===== config.mk =====
export PLATFORM = sky130hd
export DESIGN_NAME = bspe_ram
export DESIGN_NICKNAME = d
export VERILOG_FILES = /design/src/bspline_point_evaluator_macros.svh /design/src/bspe_ram.sv
export SDC_FILE = /design/constraint.sdc
export NUM_CORES = 1
export LEC_CHECK = 0
export BUFFER_PORTS_ARGS = -buffer_cell sky130_fd_sc_hd__buf_2
export CAP_MARGIN = 20
export CORE_ASPECT_RATIO = 2
export CORE_MARGIN = 2
export CORE_UTILIZATION = 60
export DETAILED_ROUTE_END_ITERATION = 8
export PLACE_DENSITY = 0.77
export SYNTH_ARGS = -nofsm -noshare
export SYNTH_HDL_FRONTEND = slang
export SYNTH_SLANG_ARGS = --single-unit

===== constraint.sdc =====
create_clock -name clk -period 3.6 [get_ports clk]
set_input_delay 0.54 -clock clk [delete_from_list [all_inputs] [get_ports clk]]
set_output_delay 0.54 -clock clk [all_outputs]
set_load 0.005 [all_outputs]

===== src/bspline_point_evaluator_macros.svh =====
// Assertion macros shared by the RTL. Each check samples on clk and is
// disabled while arst_n is low.
`ifndef BSPLINE_POINT_EVALUATOR_MACROS_SVH
`define BSPLINE_POINT_EVALUATOR_MACROS_SVH
`ifndef SYNTHESIS
// Same-cycle implication.
`define BSPE_ASSERT_HOLD(lbl, ante, cons) \
	lbl: assert property (@(posedge clk) disable iff (!arst_n) (ante) |-> (cons)) \
		else $error("bspe assertion failed");
// Next-cycle implication.
`define BSPE_ASSERT_NEXT(lbl, ante, cons) \
	lbl: assert property (@(posedge clk) disable iff (!arst_n) (ante) |=> (cons)) \
		else $error("bspe assertion failed");
`else
`define BSPE_ASSERT_HOLD(lbl, ante, cons)
`define BSPE_ASSERT_NEXT(lbl, ante, cons)
`endif
`endif


===== src/bspe_ram.sv =====
`default_nettype none
module bspe_ram #(
	parameter int WIDTH = 32,
	parameter int DEPTH = 32
) (
	input  logic                     clk,
	input  logic                     we,
	input  logic [$clog2(DEPTH)-1:0] waddr,
	input  logic [WIDTH-1:0]         wdata,
	input  logic [$clog2(DEPTH)-1:0] raddr,
	output logic [WIDTH-1:0]         rdata
);
	logic [WIDTH-1:0] mem [DEPTH];

	always_ff @(posedge clk) begin
		if (we) begin
			mem[waddr] <= wdata;
		end
		rdata <= mem[raddr];
	end
endmodule
`default_nettype wire


==> results.ini, run 1 <==
[worst_setup_path]
critical_path_required_ps = 4130
crit-reg2reg-launch = mem[7][29]
startpoint_type = primary input
r2r_slack_ps = 1830
max_stage_delay_ps = 390
path_cells = buf_8, buf_12, buf_4, mux2i_1, a21oi_1, a31oi_1, nand3_1
endpoint_kind = flop
cp_data_arrival_time_ps = 2510
critPathSlowestCell = buf_4
r2r_cells = 6
crit_type = in -> reg
rr_endpoint = rdata[29]
crit_path_max_fanout = 40

[grt]
antenna_found_initial = 1
grt_pass1_vias = 21800
grt_pass1_wl_mm = 141
grt_max_degree = 65
track_usage_pct = 28.0
grt_overflow = 0

[sta]
tightest_slew_ps = 953
rsz0062_at_grt = false
setup-tns-final_ps = 0
min_period_ps = 1980
whs_ps = 422
setup_viol = 0
drv_slew = 0
fmax_ghz = 0.505
timing.final.crit_share_pct = 55.0
skew_ps = 27.7
hold_viol = 0
slew_headroom_pct = 36.5

[yosys]
synth.net_count = 2304
muxShareOfSynthArea_pct = 12.7
yosys-top-cells-area = edfxtp_1 76%, mux2i_1 13%, a22oi_1 1.8%, dfxtp_1 1.6%, a22o_1 1.4%
synth.distinct_cells = 25
synth_xor_area_share_pct = 0
post_synth_fa_ha_maj_area_fraction_pct = 0
synth_top_family_by_area = multiplexers
synth-simple-area-share_pct = 3.10
synth_warnings = 0
synth_compound_area_share_pct = 4.85
syn_avg_cell_area_um2 = 17.9
synth_area_leader_cell = edfxtp_1
ys_seq_area_share_pct = 77.5
synth_area_um2 = 40500
synth-seq-cells = 1056
synth_top_area_share_pct = 76.0
synthCells = 2260

[min_path]
whs_path_depth = 1
holdCritStartpoint = wdata[10]
hold_class = in -> reg
worstHoldEndpoint = mem[7][10]

[finish]
nets = 2423
final_common_cell = edfxtp_1
drive_gt1_share_pct = 13.6
final_cell_mix = 1024 x edfxtp_1, 512 x mux2i_1, 98 x nand3_1
area_growth_pct = 11.8

[power_and_ir_drop]
seq_power_share_pct = 55.5
p_per_area_nw_per_um2 = 547
peakVddDrop_mv = 0.359
sw_frac_of_total_pct = 20.7
switchingPower_mw = 5.13
combPwrFrac_pct = 5.4
p_int_mw = 19.6
clockPowerShare_pct = 39.1
leakagePower_nw = 15.8

[die]
start_util_pct = 60.7
die_area_um2 = 69700
ios = 76
die_h_um = 371
core_area_um2 = 66700
dieWidth_um = 188
std_cell_rows = 134

[clocking]
tritoncts = done
cts_buffers = 82
htree_levels = 3
holdBufCountCts = 0
clk_pin_slew_ps = 70
post_cts_buffers = 0
cts.sinks = 1056
clk_path_buf_depth = 3
cts-root-buf = clkbuf_16
ctsResizeCount = 0
clkLatencyLatePin_ps = 660

[placement]
place_congestion = 0.863
dp_hpwl_mm = 58.4
io_buffers = 75

[route]
drt_iter0_drc = 2489
first_pass_iters = 5
totalWireLength_mm = 96.5
via_count = 21400
drcViolationCount = 0
vias_per_cell = 6.43
routedWlPerCell_um = 29.0
ant_nets = 0

[job]
drv_cap = 0

[run_status]
status = complete, no violations

## sequential cells by signal (all words and copies together), names as in the netlist
name / flops
rdata: 32
mem: 1024
## cell families after synthesis
logic type	after synthesis
buffers and inverters	127
flip-flops	1056
AND/OR/NAND/NOR	277
AO/OA/AOI/OAI	288
multiplexers	512
## per-stage QoR
step	setup WS [ps]	utilization, %	cells	power, mW	cell area [um^2]
floorplan	626	-	2260	14.7	40500
global placement	995	63.5	3179	15.3	42300
detailed placement	954	63.5	3179	15.3	42300
CTS	1630	67.8	3332	24.8	45200
global route	1540	67.8	3332	25.3	45200
finish	1620	67.8	3335	24.7	45200
## worst max-delay path by stage
stage / from / to / slack (ps) / cells past startpoint
final: raddr[0] / rdata[28] / 1620 / 7
after global placement: raddr[0] / rdata[28] / 990 / 7
after CTS: rdata[26] / rdata[26] / 1630 / 1
after detailed placement: raddr[0] / rdata[3] / 950 / 8
after global routing: raddr[2] / rdata[29] / 1540 / 8
after floorplan: waddr[1] / mem[12][0] / 630 / 3
## layer usage
metal / vias to the layer above / GRT usage [%] / part of all wire, %
li1: 9205 / - / -
met3: 205 / 4.18 / 7.2
met2: 1112 / 50.0 / 54
met5: - / 0 / 0
met4: 0 / 13.3 / 4.3
met1: 10900 / 33.4 / 35
## critical path, delay by kind of cell
| family | cells | cell delay (ps) |
|---|---|---|
| AOI/OAI and AO/OA | 2 | 450 |
| buffers and inverters | 3 | 1060 |
| muxes | 1 | 260 |
| and+or+nand+nor | 1 | 120 |
## final cells by class
cell class | instances | area, um^2
clock inverter | 43 | 561
clock buffer | 110 | 2330
multi-input combinational | 1077 | 8610
tap | 884 | 1110
timing repair buffer | 162 | 1240
sequential | 1056 | 31400
fill | 4277 | 21500
antenna | 3 | 7.51
## synth_stat cells, drive strengths merged
cell / instances
a22oi: 96
nand3: 98
clkbuf: 48
and2: 1
nor2: 34
edfxtp: 1024
nand2: 98
nand3b: 5
nor3: 32
or3: 1
a31oi: 32
and2b: 1
mux2i: 512
a21oi: 96
or2: 1
a22o: 64
or3b: 3
nor2b: 1
dfxtp: 32
nand2b: 2
buf: 79
## power groups by stage
stage                     registers (mW)  logic, mW  clock network [mW]
after floorplan                     14.0      0.706                   0
after global placement              14.0       1.29                   0
after detailed placement            14.0       1.32                   0
after CTS                           13.7       1.32                9.75
after global routing                13.7       1.40                10.2
final                               13.7       1.33                9.67
Power figures use the tool's default switching activity.
==> run 2: changes to the inputs <==
--- a/config.mk
+++ b/config.mk
@@ -9,9 +9,9 @@
 export CAP_MARGIN = 20
 export CORE_ASPECT_RATIO = 2
 export CORE_MARGIN = 2
-export CORE_UTILIZATION = 60
+export CORE_UTILIZATION = 56
 export DETAILED_ROUTE_END_ITERATION = 8
-export PLACE_DENSITY = 0.77
+export PLACE_DENSITY = 0.75
 export SYNTH_ARGS = -nofsm -noshare
 export SYNTH_HDL_FRONTEND = slang
 export SYNTH_SLANG_ARGS = --single-unit
==> constraint.sdc (replaced) <==
create_clock -name clk -period 1.7 [get_ports clk]
set_input_delay 0.255 -clock clk [delete_from_list [all_inputs] [get_ports clk]]
set_output_delay 0.255 -clock clk [all_outputs]
set_load 0.005 [all_outputs]
==> run 2 against run 1 <==
  * Register-to-register slack got worse by 1600 ps
  * Hold slack got worse by 340 ps
  * Setup slack got worse by 1500 ps
  * Clock power increased by 100%
  * Clock-buffer cell count decreased by 11
  * Sequential share of layout area decreased by 2.8 points
  * Sequential cell count unchanged
  * Non-clock buffer count increased by 140
  * Die area increased by 7.0%
  * Largest cell class unchanged
==> results.ini, run 2 (same netlist as run 1, synthesis figures left out) <==
[clocking]
clk_pin_slew_ps = 70
ctsResizeCount = 0
post_cts_buffers = 0
tritoncts = done
holdBufCountCts = 0
clk_path_buf_depth = 3
clkLatencyLatePin_ps = 650
cts_buffers = 82
cts-root-buf = clkbuf_16
cts.sinks = 1056
htree_levels = 3

[worst_setup_path]
crit_path_max_fanout = 2
startpoint = rdata[8]
r2r_cells = 6
critical_path_required_ps = 1440
crit-reg2reg-launch = mem[2][2]
cp_top_family = flip-flops
rr_endpoint = rdata[2]
endpoint_kind = output pin
path_cells = buf_2
cp_data_arrival_time_ps = 1330
cp.depth = 1
crit_type = reg -> out
r2r_slack_ps = 280
critPathSlowestCell = dfxtp_1
crit_buf_inv = 1
endpoint = rdata[8]
startpoint_type = flop
max_stage_delay_ps = 510

[die]
start_util_pct = 56.5
dieWidth_um = 194
die_h_um = 384
die_area_um2 = 74600
std_cell_rows = 139
core_area_um2 = 71700
ios = 76

[finish]
utilization_pct = 65.8
final_common_cell = edfxtp_1
drive_gt1_share_pct = 18.2
fin_area_um2 = 47200
area_growth_pct = 16.5
nets = 2563
stdcell_count = 3507
top_regs = mem: 1024 flops, rdata: 32 flops
top_register = mem
final_cell_mix = 1024 x edfxtp_1, 512 x mux2i_1, 134 x buf_4
largest_reg_flops = 1024

[sta]
tightest_slew_ps = 625
whs_ps = 84.9
setup_viol = 0
min_period_ps = 1590
timing.final.crit_share_pct = 93.4
setup-tns-final_ps = 0
skew_ps = 22.0
drv_slew = 0
fmax_ghz = 0.630
worst_slack_ps = 112
hold_viol = 0
rsz0062_at_grt = false
slew_headroom_pct = 58.4

[power_and_ir_drop]
leakagePower_nw = 16.7
peakVddDrop_mv = 0.730
power_mw = 51.7
p_per_area_nw_per_um2 = 1100

[route]
totalWireLength_mm = 99.8
first_pass_iters = 5
via_count = 22200
ant_nets = 0
drt_iter0_drc = 2025
routedWlPerCell_um = 28.5
drcViolationCount = 0
vias_per_cell = 6.33

[grt]
grt_pass1_wl_mm = 146
antenna_found_initial = 3
grt_overflow = 0
track_usage_pct = 26.8
grt_pass1_vias = 22700
grt_max_degree = 41

[placement]
place_ws_ps = -250
placed_area_um2 = 44400
io_buffers = 75
place_congestion = 0.813
dpl.cell_count = 3351
dp_hpwl_mm = 59.9

[min_path]
whs_path_depth = 1
hold_class = in -> reg

[job]
drv_cap = 0

[run_status]
status = complete, no violations

run 2: cell count changes in the layout (fill, tap and decap cells not counted), moves of 3 or more:
cell / change
or3b_4: +3
buf_4: +63
bufinv_16: -3
buf_12: +77
clkbuf_1: -4
clkinv_1: +7
or3b_2: -3
clkinv_2: +6
clkbuf_8: -6
run 2: worst min-delay path by stage:
stage / start / to / slack [ps]
final: wdata[22] / mem[27][22] / 80
after detailed placement: mem[11][11] / rdata[11] / 590
after global placement: mem[10][17] / rdata[17] / 580
after CTS: wdata[14] / mem[26][14] / 60
after floorplan: wdata[0] / mem[0][0] / 350
after global routing: wdata[14] / mem[26][14] / 100
run 2: cell type report:
class | instances | area (um^2)
multi-input combinational | 1077 | 8630
timing repair buffer | 302 | 3250
clock inverter | 53 | 528
antenna | 4 | 10.0
tap | 916 | 1150
sequential | 1056 | 31400
clock buffer | 99 | 2210
fill | 4627 | 24500
run 2: per-layer routing:
| metal | vias to the layer above | part of all wire (%) | global-route usage, % |
|---|---|---|---|
| met5 | - | 0.0090 | 0 |
| met4 | 2 | 5.5 | 14.4 |
| met3 | 264 | 6.5 | 3.58 |
| met2 | 1040 | 52 | 47.2 |
| met1 | 11400 | 36 | 32.1 |
| li1 | 9485 | - | - |
run 2: power by group:
group | leakage (nW) | internal (mW) | switching, mW
sequential | 9.49 | 28.9 | 0.146
clock | 1.34 | 10.8 | 8.74
combinational | 5.88 | 1.21 | 1.85
